[config.mk]
export PLATFORM = sky130hd
export DESIGN_NAME = tlcs_front
export DESIGN_NICKNAME = d
export VERILOG_FILES = /design/src/tlcs_pkg.sv /design/src/tlcs_front.sv
export SDC_FILE = /design/constraint.sdc
export NUM_CORES = 1
export LEC_CHECK = 0
export BUFFER_PORTS_ARGS = -buffer_cell sky130_fd_sc_hd__buf_2
export CORE_AREA = 5 5 42 44
export DETAILED_ROUTE_END_ITERATION = 6
export DIE_AREA = 0 0 47 49
export SYNTH_ARGS = -nofsm -noshare
export SYNTH_HDL_FRONTEND = slang
export SYNTH_SLANG_ARGS = --single-unit
export TNS_END_PERCENT = 20
[constraint.sdc]
create_clock -name vclk -period 2.88
set_input_delay 0.288 -clock vclk [all_inputs]
set_output_delay 0.288 -clock vclk [all_outputs]
set_load 0.1 [all_outputs]
[src/tlcs_pkg.sv]
// shared types and constants of the three-locus chi-square block
`default_nettype none
package tlcs_pkg;
    localparam int MAX_SUBJECTS_DEF = 4096;
    localparam int NUM_BINS         = 27;
    localparam int BIN_W            = 5;
    localparam int GT_W             = 2;
    localparam int CHI_W            = 29;
    localparam int TOTAL_W          = 13;
    localparam int QDEPTH           = 4;
    localparam logic [GT_W-1:0] GT_MAX = 2'd2;

    typedef struct packed {
        logic [BIN_W-1:0] bin;
        logic             is_case;
        logic             last;
    } t_item;
endpackage
`default_nettype wire

[src/tlcs_front.sv]
// front end: takes a subject and works out its combination bin
`default_nettype none
module tlcs_front (
    input  wire logic [tlcs_pkg::GT_W-1:0] i_first_genotype,
    input  wire logic [tlcs_pkg::GT_W-1:0] i_second_genotype,
    input  wire logic [tlcs_pkg::GT_W-1:0] i_third_genotype,
    input  wire logic                      i_is_case,
    input  wire logic                      i_last_subject,
    input  wire logic                      i_start,
    input  wire logic                      i_full,
    output tlcs_pkg::t_item                o_item,
    output logic                           o_push
);
    logic [tlcs_pkg::GT_W-1:0] g0, g1, g2;

    always_comb begin
        g0 = (i_first_genotype  > tlcs_pkg::GT_MAX) ? tlcs_pkg::GT_MAX : i_first_genotype;
        g1 = (i_second_genotype > tlcs_pkg::GT_MAX) ? tlcs_pkg::GT_MAX : i_second_genotype;
        g2 = (i_third_genotype  > tlcs_pkg::GT_MAX) ? tlcs_pkg::GT_MAX : i_third_genotype;
        o_item.bin = tlcs_pkg::BIN_W'(g0) * tlcs_pkg::BIN_W'(9)
                   + tlcs_pkg::BIN_W'(g1) * tlcs_pkg::BIN_W'(3)
                   + tlcs_pkg::BIN_W'(g2);
        o_item.is_case = i_is_case;
        o_item.last    = i_last_subject;
        o_push = i_start & ~i_full;
    end
endmodule
`default_nettype wire

==> reports/metrics.yaml <==
timing:
  grt_setup_unrepaired: "false"
  tns_ns: 0
  fmax_mhz: 368
  relSlewSlack_pct: 67.9
  period_needed_ns: 2.72
  final.period_utilization_pct: 94.3
  setup_slack_ns: 0.164
  worst_slew_pin_slew_ns: 0.485
  setup_viol: 0
  hold_viol_final: 0
  slew_viol_final: 0
global_routing:
  grt_overflow_total: 0
  first_global_vias: 193
  track_usage_pct: 3.81
  antenna_found_initial: 0
  grt_max_degree: 4
  grt_pass1_wl_um: 710
power_and_ir_drop:
  seqPwrFrac_pct: 0
  power.density_mw_per_mm2: 632
  comb_power_share_pct: 100.0
  switchingPower_uw: 164
  p_leak_nw: 0.203
  ir_worst_vdd_mv: 0.211
  p_sw_share_pct: 72.1
  p_int_uw: 63.4
  clockPowerShare_pct: 0
cells_and_area:
  diodes: 0
  seq_area_sq_um: 0
  seq_cells: 0
  fin_util_pct: 25.6
  design_area_sq_um: 359
  syn2layout_area_growth_pct: 52.7
  fin_nets: 57
  layout-drive-gt1-share_pct: 47.4
  nClkBuffers: 0
critical_path:
  cp_max_fo: 3
  crit_type: "in -> out"
  setup.worst_path.end_class: "output pin"
  worstPathRequired_ns: 2.59
  cp.arrival_ns: 2.43
  start_kind: "input pin"
logic_synthesis:
  yosys-top-cells-area: "fa_1 26%, ha_1 21%, inv_1 9.6%, xnor2_1 7.4%, buf_4 6.4%"
  synthCells: 29
  ys_types: 13
  synth_area_per_cell_sq_um: 8.11
  ys_warn_count: 0
  ys_seq_area_share_pct: 0
  netlist_area_sq_um: 235
  yosysTopAreaCellShare_pct: 25.5
  synthesis.nets: 46
  synth_top_area_cell: "fa_1"
drt:
  firstDrtPassIters: 1
  vias: 198
  vias_per_cell: 3.67
  wl_um: 450
  drt.antenna.violating_nets: 0
  drc: 0
  drt_iter0_drc: 0
  routedWlPerCell_um: 8.33
run_status:
  status: "completed"
flow_run:
  maxCapViolations: 0
place:
  dpl_worst_slack_ns: 0.134
  post_dp_cell_area_sq_um: 359
  gp_congestion: 0.651
  port_buffers: 14
  dpl.hpwl_um: 428
hold_path:
  hp-start: "i_last_subject"
  worstHoldEndpoint: "o_item[0]"
  holdPathStages: 0
  hp-class: "in -> out"
floorplanning:
  io_pins: 18
  rows: 14
  fp.dieH_um: 49
  die_width_um: 47
  initial_utilization_pct: 16.8
  dieArea_sq_mm: 0.00230
  fp.coreArea_sq_mm: 0.00140
cts:
  postCtsSetupBuffers: 0
  holdBufCountCts: 0
  post_cts_resized: 0
[cell type report]
cell class | count | area [sq um]
multi-input combinational | 18 | 201
fill | 168 | 1040
inverter | 6 | 22.5
timing repair buffer | 14 | 115
tap | 16 | 20.0
[placed cells by master, fill, tap and decap left out]
| cell type | count |
|---|---|
| a31oi_1 | 1 |
| buf_12 | 3 |
| buf_2 | 11 |
| fa_1 | 3 |
| ha_1 | 4 |
| inv_1 | 6 |
| nand2_1 | 1 |
| nand2b_1 | 2 |
| nor2b_1 | 2 |
| o21ai_2 | 1 |
| or2_2 | 1 |
| xnor2_2 | 2 |
| xor2_1 | 1 |
[synthesized netlist by cell type (all sizes together)]
cell type  count
inv            6
ha             4
clkbuf         3
fa             3
buf            2
nand2b         2
nor2b          2
xnor2          2
a31oi          1
nand2          1
o21ai          1
or2            1
xor2           1
[worst max-delay path by stage]
stage / slack [ns] / cells past startpoint / startpoint / endpoint
finish: 0.16 / 9 / i_first_genotype[1] / o_item[6]
global route: 0.04 / 9 / i_first_genotype[1] / o_item[6]
CTS: 0.13 / 9 / i_first_genotype[1] / o_item[6]
detailed placement: 0.13 / 9 / i_second_genotype[1] / o_item[6]
global placement: 0.20 / 9 / i_second_genotype[1] / o_item[6]
floorplan: -0.43 / 6 / i_second_genotype[1] / o_item[4]
[metal layers]
metal  GRT usage (%)  vias up  share of wire [%]
met4               0        0                  0
li1                -      101                  -
met3            1.11        0                 18
met1            3.96       86                 35
met5               0        -                  0
met2            7.47       11                 47
[critical path, cell delays in order]
cell      delay (ns)
buf_2           0.13
nand2b_1        0.17
fa_1            0.52
fa_1            0.20
inv_1           0.06
fa_1            0.41
a31oi_1         0.29
xnor2_2         0.17
buf_12          0.20
[cells by family after synthesis]
group | Yosys count | synth area share, %
compound gates | 2 | 6.39
xor+xnor | 3 | 11.2
fa+ha+maj | 7 | 46.8
buf+inv | 11 | 20.7
simple gates | 6 | 14.9
[through the flow]
step           hold WS (ns)  instances  total power, mW
2_1_floorplan         0.788         29            0.186
3_3_place_gp          0.577         54            0.228
3_5_place_dp          0.577         54            0.229
4_1_cts               0.577         54            0.230
5_1_grt               0.577         54            0.238
6_report              0.576         54            0.227
[power groups by stage]
stage | logic (mW) | clock network [mW] | registers, mW
floorplan | 0.186 | 0 | 0
global placement | 0.228 | 0 | 0
detailed placement | 0.229 | 0 | 0
CTS | 0.230 | 0 | 0
global route | 0.238 | 0 | 0
finish | 0.227 | 0 | 0
No activity file was read; power rests on OpenSTA's default activity.
