[src/tlcs_pkg.sv]
// shared types and constants of the three-locus chi-square block
`default_nettype none
package tlcs_pkg;
    localparam int MAX_SUBJECTS_DEF = 4096;
    localparam int NUM_BINS         = 27;
    localparam int BIN_W            = 5;
    localparam int GT_W             = 2;
    localparam int CHI_W            = 29;
    localparam int TOTAL_W          = 13;
    localparam int QDEPTH           = 4;
    localparam logic [GT_W-1:0] GT_MAX = 2'd2;

    typedef struct packed {
        logic [BIN_W-1:0] bin;
        logic             is_case;
        logic             last;
    } t_item;
endpackage
`default_nettype wire

[src/tlcs_queue.sv]
// short queue of classified subjects between front and back
`default_nettype none
module tlcs_queue (
    input  wire logic            i_clk,
    input  wire logic            i_rst_n,
    input  wire logic            i_push,
    input  wire tlcs_pkg::t_item i_item,
    input  wire logic            i_pop,
    output tlcs_pkg::t_item      o_item,
    output logic                 o_empty,
    output logic                 o_full
);
    localparam int PW = $clog2(tlcs_pkg::QDEPTH);
    localparam int CW = $clog2(tlcs_pkg::QDEPTH + 1);

    tlcs_pkg::t_item r_mem [tlcs_pkg::QDEPTH];
    logic [PW-1:0]   r_wp, r_rp;
    logic [CW-1:0]   r_cnt;

    assign o_item  = r_mem[r_rp];
    assign o_empty = (r_cnt == '0);
    assign o_full  = (r_cnt == CW'(tlcs_pkg::QDEPTH));

    always_ff @(posedge i_clk) begin
        if (!i_rst_n) begin
            r_wp  <= '0;
            r_rp  <= '0;
            r_cnt <= '0;
        end else begin
            if (i_push) begin
                r_mem[r_wp] <= i_item;
                r_wp <= r_wp + PW'(1);
            end
            if (i_pop) begin
                r_rp <= r_rp + PW'(1);
            end
            if (i_push && !i_pop) begin
                r_cnt <= r_cnt + CW'(1);
            end else if (i_pop && !i_push) begin
                r_cnt <= r_cnt - CW'(1);
            end
        end
    end
endmodule
`default_nettype wire

[config.mk]
export PLATFORM = sky130hd
export DESIGN_NAME = tlcs_queue
export DESIGN_NICKNAME = d
export VERILOG_FILES = /design/src/tlcs_pkg.sv /design/src/tlcs_queue.sv
export SDC_FILE = /design/constraint.sdc
export NUM_CORES = 1
export LEC_CHECK = 0
export BUFFER_PORTS_ARGS = -buffer_cell sky130_fd_sc_hd__clkbuf_2
export CORE_ASPECT_RATIO = 0.9
export CORE_MARGIN = 4
export CORE_UTILIZATION = 40
export CTS_CLUSTER_SIZE = 8
export DETAILED_ROUTE_END_ITERATION = 16
export PLACE_DENSITY_LB_ADDON = 0.15
export SKIP_CTS_REPAIR_TIMING = 1
export SLEW_MARGIN = 20
export SYNTH_ARGS = -nofsm -noshare
export SYNTH_HDL_FRONTEND = slang
export SYNTH_SLANG_ARGS = --single-unit
export TNS_END_PERCENT = 1
[constraint.sdc]
create_clock -name i_clk -period 2.5 [get_ports i_clk]
set_input_delay 0.5 -clock i_clk [delete_from_list [all_inputs] [get_ports i_clk]]
set_output_delay 0.5 -clock i_clk [all_outputs]
set_load 0.03 [all_outputs]
==> key figures <==
STA
  • Final Hold Fails: 0
  • Slew Viols, Final: 0
  • Worst-margin pin slew: 0.484 ns
  • Setup TNS: 0 ns
  • Fmax: 463 MHz
  • Setup Viol. Count Final: 0
  • Fin Clk Skew: 0.00250 ns
  • Fin crit share: 0.865
  • Tmin final: 2.16 ns
  • Unrepaired setup endpoints after global routing: false
  • Slew headroom: 0.677
  • Fin Hold WS: 0.441 ns

Power
  • Sequential Power Share: 0.566
  • LEAKAGE: 0.632 nW
  • Int Pwr: 0.000959 W
  • NetSw: 0.000314 W
  • Comb pwr share: 0.135
  • Clock power share: 0.299
  • Switching portion of total power: 0.247
  • Pwr per Cell Area: 759 nW/um^2
  • Max IR drop VDD: 0.000315 V

Floorplan
  • Starting Density: 0.424
  • DIE AREA: 4690 sq um
  • Ports: 20
  • Width of the die: 71.7 um
  • Core Box Area: 3450 sq um
  • Row count: 20
  • Die height: 65.4 um

Setup path
  • Top Family by Delay on Critical Path: flip-flops
  • Crit path max-delay cell type: dfxtp_1
  • CP arrival: 1.66 ns
  • Setup crit start kind: register
  • CP Data Required Time: 2.00 ns
  • Maximum fanout along the worst path: 7
  • Slowest Stage Delay on Critical Path: 0.62 ns
  • Cell Chain, Critical Path: mux4_2 > clkbuf_2
  • Worst setup EP type: primary output
  • WS Path Type: register to primary output
  • Bufs and invs on worst path: 1

Route
  • WL/cell: 14.5 um
  • Pre-antenna DRT Iters: 4
  • Initial DRC count: 19
  • Total wire length: 2160 um
  • Vias per cell: 4.85
  • Antenna viol nets, final: 0
  • Vias: 723
  • Drc violations: 0

Clocking
  • Cts bufs inserted: 5
  • H-tree depth: 2
  • # clock sinks: 37
  • CTS tree: done
  • Worst-path clk slew: 0.07 ns
  • Clk root buf: clkbuf_8
  • Clk_lat worst skew: 0.28 ns
  • CTS Buffer Depth: 2

Cells and area
  • Final net count: 121
  • Ratio of cells with drive above 1 in the final layout: 0.314
  • Final core area utilization: 0.486
  • Non-Filler Instances: 149
  • N_diodes: 0
  • Area added between synthesis and finish: 14.6%
  • Design area: 1680 sq um

Placed design
  • Post-DP HPWL: 1540 um
  • Placed cell count: 141
  • Placed Area: 1590 sq um
  • Routability cong.: 0.687
  • PortBufs: 19

GRT
  • Routing usage on met1: 0.136
  • M2 GR Usage: 0.163
  • Vias in the first global route: 762
  • Largest net degree at the start of global routing: 13
  • Global route hottest layer: met2
  • First-pass GRT wire length: 3660 um
  • Antenna violations before repair: 0
  • M3 GR Usage: 0.0413
  • Total gr overflow: 0
  • GRT Overall Usage: 0.108

Logic synthesis
  • #FFs+latches synth: 37
  • Avg Cell Area, Syn: 18.1 sq um
  • Synth warn: 0
  • Seq/Total Area, Yosys: 0.698
  • Count of cell types in the netlist: 20
  • Post-Syn Instances: 81
  • Post-Syn Nets: 98
  • Syn Std Cell Area: 1460 sq um

Flow run
  • Max-cap viol count: 0

Outcome
  • Outcome: finished clean

Worst hold path
  • Hold Path Class: primary input to register
-- metal layers --
metal / vias to the layer above / share of wire
met2: 18 / 0.46
met1: 355 / 0.46
met4: 0 / 0.020
li1: 344 / -
met3: 6 / 0.058
met5: - / 0
-- registers in the layout (all words and copies together) (netlist names), named ones only --
| name | count |
|---|---|
| r_mem | 28 |
| r_wp | 2 |
| r_rp | 2 |
| r_cnt | 3 |
-- per-stage QoR --
step,setup WS [ns],total power [W]
2_1_floorplan,0.759,0.000860
3_3_place_gp,0.553,0.000903
3_5_place_dp,0.502,0.000909
4_1_cts,0.292,0.00129
5_1_grt,0.225,0.00134
6_report,0.338,0.00127
-- power by group through the flow --
stage / Sequential (W) / Clock, W / Combinational (W)
floorplan: 0.000720 / 0 / 0.000140
global placement: 0.000733 / 0 / 0.000170
detailed placement: 0.000734 / 0 / 0.000175
CTS: 0.000721 / 0.000395 / 0.000176
global route: 0.000725 / 0.000422 / 0.000190
finish: 0.000720 / 0.000380 / 0.000172
-- cell type report --
cell class | instances | area (sq um)
Fill cell | 294 | 1780
Sequential cell | 37 | 1020
Multi-Input combinational cell | 37 | 408
Timing Repair Buffer | 19 | 95.1
Clock buffer | 6 | 72.6
Tap cell | 44 | 55.1
Inverter | 4 | 15.0
Clock inverter | 2 | 10.0
-- worst paths after layout --
path,slack (ns),startpoint,depth (start not counted),end
max reg2reg,1.03,r_cnt[0],4,r_cnt[2]
max,0.34,register,2,o_item[1]
min,0.44,i_item[0],1,r_mem[0][0]
min reg2reg,0.51,r_cnt[2],2,r_cnt[2]
-- logic make-up (layout without fill, tap and decap cells) --
family / Yosys count / count (layout) / synth area share
compound gates: 2 / 2 / 0.00855
xor+xnor: 5 / 5 / 0.0299
fa+ha+maj: 6 / 6 / 0.0565
buf+inv: 7 / 31 / 0.0231
flops: 37 / 37 / 0.698
mux: 9 / 9 / 0.121
simple gates: 15 / 15 / 0.0624
-- placed cells by master (no fill, tap or decap) --
| cell type | count |
|---|---|
| and3_1 | 4 |
| clkbuf_1 | 1 |
| nor2b_1 | 2 |
| mux4_2 | 7 |
| nand2_1 | 1 |
| o21ai_0 | 1 |
| a21boi_1 | 1 |
| dfxtp_1 | 9 |
| inv_1 | 4 |
| or3_1 | 1 |
| clkbuf_2 | 19 |
| nor3b_1 | 1 |
| mux2i_1 | 2 |
| fa_1 | 1 |
| xnor2_1 | 2 |
| clkinv_2 | 2 |
| xor2_1 | 3 |
| and2_1 | 5 |
| ha_1 | 5 |
| edfxtp_1 | 28 |
| clkbuf_8 | 5 |
| nor3_1 | 1 |
-- synth_stat cells --
master	number	share of area
a21boi_1	1	0.0051
and2_1	5	0.021
and3_1	4	0.017
buf_6	1	0.0077
clkbuf_1	2	0.0051
dfxtp_1	9	0.12
edfxtp_1	28	0.57
fa_1	1	0.014
ha_1	5	0.043
inv_1	4	0.010
mux2i_1	2	0.014
mux4_2	7	0.11
nand2_1	1	0.0026
nor2b_1	2	0.0086
nor3_1	1	0.0034
nor3b_1	1	0.0051
o21ai_0	1	0.0034
or3_1	1	0.0043
xnor2_1	2	0.012
xor2_1	3	0.018
(Power assumes the default switching activity.)
